<file path="src/design/vgrt_pkg.sv">
// Shared widths, coefficients, register indexes and codes for the restart trigger.
package vgrt_pkg;

    localparam int GLUE_W     = 32;
    localparam int RST_W      = 32;
    localparam int LEVEL_W    = 24;
    localparam int WIN_W      = 16;
    localparam int VAR_W      = 48;
    localparam int MUL_W      = 32;
    localparam int PROD_W     = 2 * MUL_W;
    localparam int ACC_W      = 3 * MUL_W;
    localparam int MAG_W      = WIN_W + GLUE_W;
    localparam int SQ_W       = PROD_W;
    localparam int FS_W       = GLUE_W + 5;
    localparam int CFG_IDX_W  = 1;
    localparam int CFG_DATA_W = WIN_W;
    localparam int COEF_SHIFT = 16;
    localparam int MIN_SINCE  = 50;

    localparam logic [VAR_W-1:0] VAR_MAX           = '1;
    localparam logic [MUL_W-1:0] KEEP_COEF         = 32'd62259;
    localparam logic [MUL_W-1:0] NEW_COEF          = 32'd3277;
    localparam logic [WIN_W-1:0] FAST_WINDOW_RESET = 16'd33;

    typedef enum logic [CFG_IDX_W-1:0] {
        REG_RESTART_ENABLE = 1'b0,
        REG_FAST_WINDOW    = 1'b1
    } cfg_reg_t;

    typedef enum logic [1:0] {
        SCALE_ONE,
        SCALE_UP,
        SCALE_DOWN
    } scale_t;

endpackage

</file>
<file path="src/design/variance_gated_restart_trigger.sv">
// Top level of the variance gated restart trigger with its multiply sequencer.
// Each item yields one do_restart answer. When restarts are disabled, the decision
// level is zero or stable mode is set, an item goes from ST_IDLE straight to ST_DONE,
// which registers its answer. In focused mode it passes ST_UPD, then ST_MAG to ST_VUPD
// when a new conflict updates the glue variance, then ST_SQ, ST_CMP, ST_DEC and ST_DONE;
// the single 32 by 32 bit multiplier is used once per cycle for the variance partial
// products and the slow glue square. A finished answer waits in the output register while
// the next item is taken; an item only holds back when that register is still full at its end.
module variance_gated_restart_trigger #(
    parameter int FRAC_BITS  = 16,
    parameter int COUNT_BITS = 48
) (
    input  logic                            clk,
    input  logic                            rst_n,
    input  logic                            in_valid,
    output logic                            in_ready,
    input  logic [COUNT_BITS-1:0]           conflict_count,
    input  logic [vgrt_pkg::RST_W-1:0]      restart_count,
    input  logic [vgrt_pkg::GLUE_W-1:0]     fast_avg,
    input  logic [vgrt_pkg::GLUE_W-1:0]     slow_avg,
    input  logic [vgrt_pkg::LEVEL_W-1:0]    decision_level,
    input  logic                            stable_mode,
    input  logic                            reluctant_fired,
    output logic                            out_valid,
    input  logic                            out_ready,
    output logic                            do_restart,
    input  logic                            cfg_write,
    input  logic [vgrt_pkg::CFG_IDX_W-1:0]  cfg_index,
    input  logic [vgrt_pkg::CFG_DATA_W-1:0] cfg_data
);
    import vgrt_pkg::*;

    localparam int CMP_W = 70 + FRAC_BITS;

    typedef enum logic [3:0] {
        ST_IDLE,
        ST_UPD,
        ST_MAG,
        ST_M0,
        ST_M1,
        ST_M2,
        ST_K0,
        ST_K1,
        ST_N0,
        ST_N1,
        ST_VUPD,
        ST_SQ,
        ST_CMP,
        ST_DEC,
        ST_DONE
    } state_t;

    state_t                state_reg, state_next;
    logic                  out_valid_reg, out_valid_next;
    logic                  do_restart_reg, do_restart_next;
    logic                  enable_reg, enable_next;
    logic [WIN_W-1:0]      window_reg, window_next;
    logic [VAR_W-1:0]      var_reg, var_next;
    logic [GLUE_W-1:0]     prev_fast_reg, prev_fast_next;
    logic [COUNT_BITS-1:0] seen_conf_reg, seen_conf_next;
    logic                  awaiting_reg, awaiting_next;
    logic [RST_W-1:0]      seen_rst_reg, seen_rst_next;
    logic [COUNT_BITS-1:0] base_reg, base_next;

    logic [COUNT_BITS-1:0] conf_reg, conf_next;
    logic [RST_W-1:0]      rst_cnt_reg, rst_cnt_next;
    logic [GLUE_W-1:0]     fast_reg, fast_next;
    logic [GLUE_W-1:0]     slow_reg, slow_next;
    logic [GLUE_W-1:0]     diff_reg, diff_next;
    logic [MAG_W-1:0]      mag_reg, mag_next;
    logic [SQ_W-1:0]       sq_reg, sq_next;
    logic                  sat_reg, sat_next;
    logic [ACC_W-1:0]      acc_reg, acc_next;
    scale_t                scale_reg, scale_next;
    logic                  res_reg, res_next;

    logic [MUL_W-1:0]      mul_a, mul_b;
    logic [PROD_W-1:0]     prod;
    logic [ACC_W-1:0]      addend, acc_base, acc_sum;
    logic [WIN_W-1:0]      w1;
    logic [CMP_W-1:0]      var_ext, var_q4, var_400, slow_sq, slow_sq9;
    logic [FS_W-1:0]       fast_ext, slow_ext, fast20, slow23, slow17;
    logic [COUNT_BITS-1:0] since;
    logic                  pass;

    assign in_ready   = (state_reg == ST_IDLE);
    assign out_valid  = out_valid_reg;
    assign do_restart = do_restart_reg;

    assign prod = mul_a * mul_b;
    assign w1   = (window_reg == '0) ? '0 : window_reg - WIN_W'(1);

    always_comb
    begin
        case (state_reg)
            ST_MAG:
            begin
                mul_a = diff_reg;
                mul_b = MUL_W'(w1);
            end
            ST_M0:
            begin
                mul_a = mag_reg[MUL_W-1:0];
                mul_b = mag_reg[MUL_W-1:0];
            end
            ST_M1:
            begin
                mul_a = mag_reg[MUL_W-1:0];
                mul_b = MUL_W'(mag_reg[MAG_W-1:MUL_W]);
            end
            ST_M2:
            begin
                mul_a = MUL_W'(mag_reg[MAG_W-1:MUL_W]);
                mul_b = MUL_W'(mag_reg[MAG_W-1:MUL_W]);
            end
            ST_K0:
            begin
                mul_a = var_reg[MUL_W-1:0];
                mul_b = KEEP_COEF;
            end
            ST_K1:
            begin
                mul_a = MUL_W'(var_reg[VAR_W-1:MUL_W]);
                mul_b = KEEP_COEF;
            end
            ST_N0:
            begin
                mul_a = sq_reg[MUL_W-1:0];
                mul_b = NEW_COEF;
            end
            ST_N1:
            begin
                mul_a = sq_reg[SQ_W-1:MUL_W];
                mul_b = NEW_COEF;
            end
            default:
            begin
                mul_a = slow_reg;
                mul_b = slow_reg;
            end
        endcase
    end

    always_comb
    begin
        case (state_reg)
            ST_M1:          addend = ACC_W'(prod) << (MUL_W + 1);
            ST_M2:          addend = ACC_W'(prod) << (2 * MUL_W);
            ST_K1, ST_N1:   addend = ACC_W'(prod) << MUL_W;
            default:        addend = ACC_W'(prod);
        endcase
    end

    assign acc_base = (state_reg == ST_M0 || state_reg == ST_K0 || state_reg == ST_SQ)
                      ? '0 : acc_reg;
    assign acc_sum  = acc_base + addend;

    assign var_ext  = CMP_W'(var_reg);
    assign var_q4   = var_ext << (FRAC_BITS + 2);
    assign var_400  = ((var_ext << 8) + (var_ext << 7) + (var_ext << 4)) << FRAC_BITS;
    assign slow_sq  = CMP_W'(acc_reg[PROD_W-1:0]);
    assign slow_sq9 = (slow_sq << 3) + slow_sq;

    assign fast_ext = FS_W'(fast_reg);
    assign slow_ext = FS_W'(slow_reg);
    assign fast20   = (fast_ext << 4) + (fast_ext << 2);
    assign slow23   = (slow_ext << 4) + (slow_ext << 2) + (slow_ext << 1) + slow_ext;
    assign slow17   = (slow_ext << 4) + slow_ext;
    assign since    = conf_reg - base_reg;

    always_comb
    begin
        case (scale_reg)
            SCALE_UP:   pass = (fast20 > slow23);
            SCALE_DOWN: pass = (fast20 > slow17);
            default:    pass = (fast_reg > slow_reg);
        endcase
    end

    always_comb
    begin
        state_next      = state_reg;
        out_valid_next  = out_valid_reg;
        do_restart_next = do_restart_reg;
        enable_next     = enable_reg;
        window_next     = window_reg;
        var_next        = var_reg;
        prev_fast_next  = prev_fast_reg;
        seen_conf_next  = seen_conf_reg;
        awaiting_next   = awaiting_reg;
        seen_rst_next   = seen_rst_reg;
        base_next       = base_reg;
        conf_next       = conf_reg;
        rst_cnt_next    = rst_cnt_reg;
        fast_next       = fast_reg;
        slow_next       = slow_reg;
        diff_next       = diff_reg;
        mag_next        = mag_reg;
        sq_next         = sq_reg;
        sat_next        = sat_reg;
        acc_next        = acc_reg;
        scale_next      = scale_reg;
        res_next        = res_reg;

        if (out_valid_reg && out_ready)
        begin
            out_valid_next = 1'b0;
        end

        if (cfg_write)
        begin
            case (cfg_index)
                REG_RESTART_ENABLE: enable_next = cfg_data[0];
                REG_FAST_WINDOW:    window_next = cfg_data;
                default:            ;
            endcase
        end

        case (state_reg)
            ST_IDLE:
            begin
                if (in_valid)
                begin
                    conf_next    = conflict_count;
                    rst_cnt_next = restart_count;
                    fast_next    = fast_avg;
                    slow_next    = slow_avg;
                    if (!enable_reg || decision_level == '0)
                    begin
                        res_next   = 1'b0;
                        state_next = ST_DONE;
                    end
                    else if (stable_mode)
                    begin
                        res_next   = reluctant_fired;
                        state_next = ST_DONE;
                    end
                    else
                    begin
                        state_next = ST_UPD;
                    end
                end
            end
            ST_UPD:
            begin
                if (rst_cnt_reg > seen_rst_reg)
                begin
                    base_next     = conf_reg;
                    seen_rst_next = rst_cnt_reg;
                end
                diff_next = (fast_reg >= prev_fast_reg) ? fast_reg - prev_fast_reg
                                                        : prev_fast_reg - fast_reg;
                state_next = ST_SQ;
                if (conf_reg > seen_conf_reg)
                begin
                    prev_fast_next = fast_reg;
                    seen_conf_next = conf_reg;
                    if (awaiting_reg)
                    begin
                        awaiting_next = 1'b0;
                    end
                    else
                    begin
                        state_next = ST_MAG;
                    end
                end
            end
            ST_MAG:
            begin
                mag_next   = prod[MAG_W-1:0];
                state_next = ST_M0;
            end
            ST_M0:
            begin
                acc_next   = acc_sum;
                state_next = ST_M1;
            end
            ST_M1:
            begin
                acc_next   = acc_sum;
                state_next = ST_M2;
            end
            ST_M2:
            begin
                acc_next   = acc_sum;
                state_next = ST_K0;
            end
            ST_K0:
            begin
                sq_next    = acc_reg[FRAC_BITS +: SQ_W];
                sat_next   = |(acc_reg >> (2 * MUL_W + FRAC_BITS));
                acc_next   = acc_sum;
                state_next = ST_K1;
            end
            ST_K1:
            begin
                acc_next   = acc_sum;
                state_next = ST_N0;
            end
            ST_N0:
            begin
                acc_next   = acc_sum;
                state_next = ST_N1;
            end
            ST_N1:
            begin
                acc_next   = acc_sum;
                state_next = ST_VUPD;
            end
            ST_VUPD:
            begin
                if (sat_reg || |acc_reg[ACC_W-1:COEF_SHIFT+VAR_W])
                begin
                    var_next = VAR_MAX;
                end
                else
                begin
                    var_next = acc_reg[COEF_SHIFT +: VAR_W];
                end
                state_next = ST_SQ;
            end
            ST_SQ:
            begin
                acc_next   = acc_sum;
                state_next = ST_CMP;
            end
            ST_CMP:
            begin
                if (var_q4 > slow_sq)
                begin
                    scale_next = SCALE_UP;
                end
                else if (var_reg == '0 || slow_sq9 > var_400)
                begin
                    scale_next = SCALE_DOWN;
                end
                else
                begin
                    scale_next = SCALE_ONE;
                end
                state_next = ST_DEC;
            end
            ST_DEC:
            begin
                res_next   = pass && (since > COUNT_BITS'(MIN_SINCE));
                state_next = ST_DONE;
            end
            ST_DONE:
            begin
                if (!out_valid_reg || out_ready)
                begin
                    out_valid_next  = 1'b1;
                    do_restart_next = res_reg;
                    state_next      = ST_IDLE;
                end
            end
            default:
            begin
                state_next = ST_IDLE;
            end
        endcase
    end

    always_ff @(posedge clk or negedge rst_n)
    begin
        if (!rst_n)
        begin
            state_reg      <= ST_IDLE;
            out_valid_reg  <= 1'b0;
            do_restart_reg <= 1'b0;
            enable_reg     <= 1'b1;
            window_reg     <= FAST_WINDOW_RESET;
            var_reg        <= '0;
            prev_fast_reg  <= '0;
            seen_conf_reg  <= '0;
            awaiting_reg   <= 1'b1;
            seen_rst_reg   <= '0;
            base_reg       <= '0;
        end
        else
        begin
            state_reg      <= state_next;
            out_valid_reg  <= out_valid_next;
            do_restart_reg <= do_restart_next;
            enable_reg     <= enable_next;
            window_reg     <= window_next;
            var_reg        <= var_next;
            prev_fast_reg  <= prev_fast_next;
            seen_conf_reg  <= seen_conf_next;
            awaiting_reg   <= awaiting_next;
            seen_rst_reg   <= seen_rst_next;
            base_reg       <= base_next;
        end
    end

    always_ff @(posedge clk)
    begin
        conf_reg    <= conf_next;
        rst_cnt_reg <= rst_cnt_next;
        fast_reg    <= fast_next;
        slow_reg    <= slow_next;
        diff_reg    <= diff_next;
        mag_reg     <= mag_next;
        sq_reg      <= sq_next;
        sat_reg     <= sat_next;
        acc_reg     <= acc_next;
        scale_reg   <= scale_next;
        res_reg     <= res_next;
    end

endmodule

</file>
<file path="config.mk">
export PLATFORM = sky130hd
export DESIGN_NAME = variance_gated_restart_trigger
export DESIGN_NICKNAME = d
export VERILOG_FILES = /design/src/design/vgrt_pkg.sv /design/src/design/variance_gated_restart_trigger.sv
export SDC_FILE = /design/constraint.sdc
export NUM_CORES = 2
export LEC_CHECK = 0
export BUFFER_PORTS_ARGS = -buffer_cell sky130_fd_sc_hd__buf_2
export CAP_MARGIN = 20
export CORE_ASPECT_RATIO = 1.75
export CORE_MARGIN = 4
export CORE_UTILIZATION = 55
export CTS_CLUSTER_DIAMETER = 80
export CTS_CLUSTER_SIZE = 24
export DETAILED_ROUTE_END_ITERATION = 8
export PLACE_DENSITY = 0.71
export SYNTH_ARGS = -nofsm -noshare
export SYNTH_HDL_FRONTEND = slang
export SYNTH_SLANG_ARGS = --single-unit
export TNS_END_PERCENT = 5
</file>
<file path="constraint.sdc">
create_clock -name clk -period 41.1 [get_ports clk]
set_clock_uncertainty 0.15 [all_clocks]
set_input_delay 6.165 -clock clk [delete_from_list [all_inputs] [get_ports clk]]
set_output_delay 6.165 -clock clk [all_outputs]
set_load 0.02 [all_outputs]
</file>
Word-level counts from Yosys, hierarchy flattened

Index checks and enable logic that the tools add are counted.

Bitwise operators: 1
$add $sub $neg: 13
Eq/ne operators: 19
Shifts and indexed selects: 0
Divide/modulo/power cells: 0
Mux-type cells: 23
$lt $le $gt $ge: 9
$mul: 1
Reduce and logical (&&, ||, !) cells: 31

Operator list:

| cell                                                                   | count |
|---|---|
| 96-bit case mux with 3 select lines                                    | 1 |
| 32-bit case mux with 7 select lines                                    | 1 |
| 32-bit case mux with 5 select lines                                    | 1 |
| 96-bit adder                                                           | 1 |
| 96-bit 2-to-1 mux                                                      | 1 |
| 36-bit by 34-bit adder with 37-bit output                              | 2 |
| 37-bit > comparator                                                    | 2 |
| 68-bit by 74-bit > comparator with 1-bit output                        | 1 |
| 67-bit by 64-bit adder with 68-bit output                              | 1 |
| 66-bit by 64-bit > comparator with 1-bit output                        | 1 |
| 32-bit > comparator                                                    | 2 |
| 32-bit by 32-bit multiplier with 64-bit output                         | 1 |
| 32-bit subtractor                                                      | 2 |
| 4-bit case mux with 15 select lines                                    | 1 |
| 57-bit by 52-bit adder with 58-bit output                              | 1 |
| 56-bit by 55-bit adder with 57-bit output                              | 1 |
| 48-bit > comparator                                                    | 1 |
| 48-bit by 6-bit > comparator with 1-bit output (second input constant) | 1 |
| 48-bit zero test                                                       | 1 |
| 48-bit 2-to-1 mux                                                      | 1 |
| 48-bit subtractor                                                      | 1 |
| 36-bit by 32-bit adder with 37-bit output                              | 1 |
| 37-bit by 32-bit adder with 37-bit output                              | 1 |
| 37-bit by 33-bit adder with 37-bit output                              | 1 |
| 30 further kinds                                                       | 69 |

Word-level logic and storage cells: 119
Memories kept: 0
Latch bits: 0
ROM bits: 0
RAM bits: 0
Flip-flop bits (word level): 620

Logic depth before layout (Yosys ltp)

Depth after elaboration: 7
Gate-level depth with buffers: 54
Gate-level depth less buffers: 52

Least setup slack after synthesis

OpenSTA, ideal clock, no wires.

Path type: register to register
Start point: register state_reg[3]
End point: register acc_reg[83] (data pin)
Arrival: 13.414 ns
Cell stages (with the launch flop): 49
Slack: 27.279 ns
Setup time: 0.258 ns
Clock period less this slack: 13.821 ns
Cells stage by stage: dfrtp_1 -> clkbuf_1 -> nand2b_1 -> clkbuf_1 -> nor2_1 -> clkbuf_1 -> a22oi_1 -> nand2_1 -> a221o_1 -> clkbuf_1 -> nand2_1 -> fa_1 -> inv_1 -> fa_1 -> inv_1 -> fa_1 -> fa_1 -> inv_1 -> [13 not listed] -> o21ai_2 -> o21ba_4 -> o21a_1 -> o21bai_1 -> a21oi_1 -> xnor2_1 -> a221o_1 -> ha_1 -> nand2_1 -> or2_2 -> nor4_1 -> a41oi_2 -> o21ai_1 -> a21oi_1 -> o31ai_1 -> a41oi_1 -> o21bai_1 -> xnor2_1

Cells in the longest elaborated chain, start to end: 6
Elaborated cells between the ends (all ways): 22

Ends and longest elaborated chain:

| what                                                                                              | line                                  | source |
|---|---|---|
| start, declared                                                                                   | variance_gated_restart_trigger.sv:53  | `state_t state_reg, state_next;` |
| start signal, assigned                                                                            | variance_gated_restart_trigger.sv:382 | `state_reg <= state_next;` |
| 4-bit by 2-bit == test with 1-bit output, or another cell as far along                            | variance_gated_restart_trigger.sv:95  | `case (state_reg)` |
| 2-bit OR reduction (no line)                                                                      | --                                    |  |
| 32-bit case mux with 7 select lines / 32-bit case mux with 5 select lines (equally long branches) | variance_gated_restart_trigger.sv:95  |  |
| 32-bit by 32-bit multiplier with 64-bit output *                                                  | variance_gated_restart_trigger.sv:90  | `assign prod = mul_a * mul_b;` |
| named net prod[39]                                                                                | variance_gated_restart_trigger.sv:78  | `logic [PROD_W-1:0] prod;` |
| 96-bit case mux with 3 select lines *                                                             | variance_gated_restart_trigger.sv:146 | `case (state_reg)` |
| 96-bit adder *                                                                                    | variance_gated_restart_trigger.sv:156 | `assign acc_sum = acc_base + addend;` |
| named net acc_sum[83]                                                                             | variance_gated_restart_trigger.sv:79  | `logic [ACC_W-1:0] addend, acc_base, acc_sum;` |
| end signal, assigned                                                                              | variance_gated_restart_trigger.sv:406 | `acc_reg <= acc_next;` |
| end, declared                                                                                     | variance_gated_restart_trigger.sv:73  | `logic [ACC_W-1:0] acc_reg, acc_next;` |

Mark *: on every way through the listed nets, which the timed path passes. The rest lies on a longest branch.
A chain may end at the register's enable or synchronous reset.

Worst setup path in the final report

Start point: register state_reg[1]
End point: register acc_reg[90] (data pin)

Cells in the longest elaborated chain, start to end: 6
Elaborated cells between the ends (all ways): 22

Ends and longest elaborated chain:

| what                                                                                              | line |
|---|---|
| 4-bit by 2-bit == test with 1-bit output, or another cell as far along                            | variance_gated_restart_trigger.sv:95, variance_gated_restart_trigger.sv:154 |
| 2-bit OR reduction (no line)                                                                      | -- |
| 32-bit case mux with 7 select lines / 32-bit case mux with 5 select lines (equally long branches) | variance_gated_restart_trigger.sv:95 |
| 32-bit by 32-bit multiplier with 64-bit output                                                    | variance_gated_restart_trigger.sv:90 |
| 96-bit case mux with 3 select lines                                                               | variance_gated_restart_trigger.sv:146 |
| 96-bit adder *                                                                                    | variance_gated_restart_trigger.sv:156 |
| named net acc_sum[90]                                                                             | variance_gated_restart_trigger.sv:79 |

Marked as above.

==> flow_summary.ini <==
[floorplan]
die_w_um = 311
initial_core_util = 0.553
core_area_um2 = 159000
rows = 194
die-area_um2 = 167000
die_h_um = 538
ios = 195

[finish]
drive_gt1_frac = 0.0673
largest_reg_flops = 96
register_area_um2 = 17500
fillers = 14376
area_delta_synth_final_pct = 5.69
nets = 12067
multiInputGateArea_um2 = 63900

[worst_setup_path]
arrival_ps = 16340
timing.rr.start = state_reg[1]
crit_path_start_kind = flip-flop
path_common_cell = fa_1
endpoint_kind = flip-flop
crit_slowest_cell = a21boi_2
reg2reg_depth = 48
cp_max_fo = 54
reg2reg_setup_slack_ps = 25000
required_ps = 41340
reg2reg_to = acc_reg[90]
slowest_delay_ps = 830
path_class = flip-flop to flip-flop

[routing]
drt.antenna.violating_nets = 0
wl_per_cell_um = 29.1
initialDrtViolationCount = 6531
vias_per_cell = 6.38
drc = 0
first_pass_iters = 8
drt_wl_total_mm = 348
via_count = 76450

[grt]
antenna_found_initial = 23
grt_overflow = 0
grt_pass1_wl_mm = 511
grt_max_degree = 114
grt_pass1_vias = 79456
grt_use_total = 0.415

[cts]
cts-buffers-inserted = 37
cts-resized-gates = 0
cts_tree = yes
hold_buffers = 0
cts_setup_buffers = 0
root_buffer = clkbuf_16
clock_path_buffers = 3
clock_insertion_delay_worst_skew_ps = 690
cts.sinks = 620
clk_pin_slew_ps = 120
htree_levels = 2

[yosys]
synthCells = 9862
synthArstFlopShare = 0.374
yosysUniqueCellTypes = 101
syn_nets = 12045
ys_ff_latch = 620
syn_area_um2 = 88200
syn_area_per_cell_um2 = 8.95
yosys_warnings = 0
seq_area_frac_synth = 0.198
synth_edf_count = 388
yosys_most_used_dff = edfxtp_1

[timing]
fin_setup_tns_ps = 0
fin_crit_sh = 0.392
relSlewSlack = 0.158
drv_slew = 0
hold_viol = 0
max_freq_mhz = 62.1
post-route-min-period_ps = 16100
grt_setup_unrepaired = false
worstMarginPinSlew_ps = 1250
setup_violations = 0

[hold_path]
whs_endpoint = seen_rst_reg[18]
hp-class = flip-flop to flip-flop
hold_start = rst_cnt_reg[18]
hold_path_depth = 1

[flow_run]
cap_violations = 0

[run_status]
status = complete, no violations

[placement]
routabilityCongestion = 1.06
place_hpwl_mm = 279
placement.io_buffers = 194
[cell type report]
| class | count | share of cell area |
|---|---|---|
| clock inverter | 15 | 0.00196 |
| sequential | 620 | 0.187 |
| tap | 2058 | 0.0276 |
| multi-input combinational | 7336 | 0.686 |
| inverter | 1515 | 0.0610 |
| antenna | 15 | 0.000403 |
| timing repair buffer | 374 | 0.0256 |
| clock buffer | 52 | 0.0105 |
[routing by layer]
layer  GRT usage  wire length, um
met2       0.709           167000
met4       0.423            45500
met5           0               65
met1       0.407           107000
met3      0.0943            28100
[logic make-up after synthesis]
kind of cell | count (synthesis) | share of synthesized area
adder cells (fa/ha/maj) | 1991 | 0.368
flip-flops | 620 | 0.198
AND/OR/NAND/NOR | 2616 | 0.135
buffers and inverters | 1906 | 0.0814
AO/OA/AOI/OAI | 2184 | 0.160
multiplexers | 137 | 0.0172
XOR/XNOR | 408 | 0.0405
[metrics by stage]
stage	hold slack, ps	area, um2	std cells	setup WS (ps)	utilization
global route	356	93200	11973	24470	0.584
CTS	348	93100	11966	25530	0.584
floorplan	292	88200	9862	27280	-
finish	343	93200	11985	25000	0.585
global placement	314	91900	11897	25720	0.576
detailed placement	325	92000	11899	25630	0.577
[cell usage in the layout, fill, tap and decap left out, drive strengths merged, types with 228 or more instances in the layout]
master and count:
inv 1516, fa 1008, ha 983, nand2 980, nor2 758, a21oi 629, o21ai 492, edfxtp 388
buf 374, a21o 302, xnor2 257, dfrtp 228
[worst max-delay path, delay by kind of cell, from the launching register on]
| kind | cells | cell delay, ps |
|---|---|---|
| DFF | 1 | 350 |
| AOI/OAI and AO/OA | 23 | 7030 |
| buffers and inverters | 7 | 1450 |
| xor gates and xnor gates | 2 | 340 |
| adders and majority gates | 10 | 4660 |
| and+or+nand+nor | 6 | 1790 |
[worst max path at each step]
stage / endpoint / slack, ps / depth (start not counted) / from
6_report: acc_reg[90] / 25000 / 48 / state_reg[1]
5_1_grt: acc_reg[90] / 24470 / 47 / state_reg[1]
4_1_cts: acc_reg[89] / 25530 / 42 / state_reg[1]
3_5_place_dp: acc_reg[89] / 25630 / 42 / state_reg[1]
3_3_place_gp: acc_reg[89] / 25720 / 43 / state_reg[1]
2_1_floorplan: acc_reg[83] / 27280 / 48 / state_reg[3]
[cells in the mapped netlist, types with 44 or more instances]
master | count | area share
a211oi_1 | 59 | 0.0050
a21o_1 | 302 | 0.026
a21oi_1 | 626 | 0.036
a221o_1 | 44 | 0.0050
a22oi_1 | 57 | 0.0049
a31oi_1 | 56 | 0.0040
and2_1 | 137 | 0.0097
and3_1 | 47 | 0.0033
clkbuf_1 | 356 | 0.015
dfrtp_1 | 228 | 0.065
edfxtp_1 | 388 | 0.13
fa_1 | 1008 | 0.23
ha_1 | 983 | 0.14
inv_1 | 1506 | 0.064
mux2_2 | 115 | 0.015
nand2_1 | 979 | 0.042
nand2b_1 | 101 | 0.0072
nand3_1 | 123 | 0.0070
nand4_1 | 150 | 0.011
nor2_1 | 758 | 0.032
nor2b_1 | 91 | 0.0065
nor3_1 | 85 | 0.0048
nor4_1 | 50 | 0.0035
o21a_1 | 66 | 0.0056
o21ai_0 | 451 | 0.026
o21bai_1 | 92 | 0.0078
o22a_1 | 53 | 0.0053
xnor2_1 | 257 | 0.026
xor2_1 | 151 | 0.015
Power is left out: the tool's default activity adds up to more than one toggle a clock period on the data nets, which glitch-free logic cannot reach.
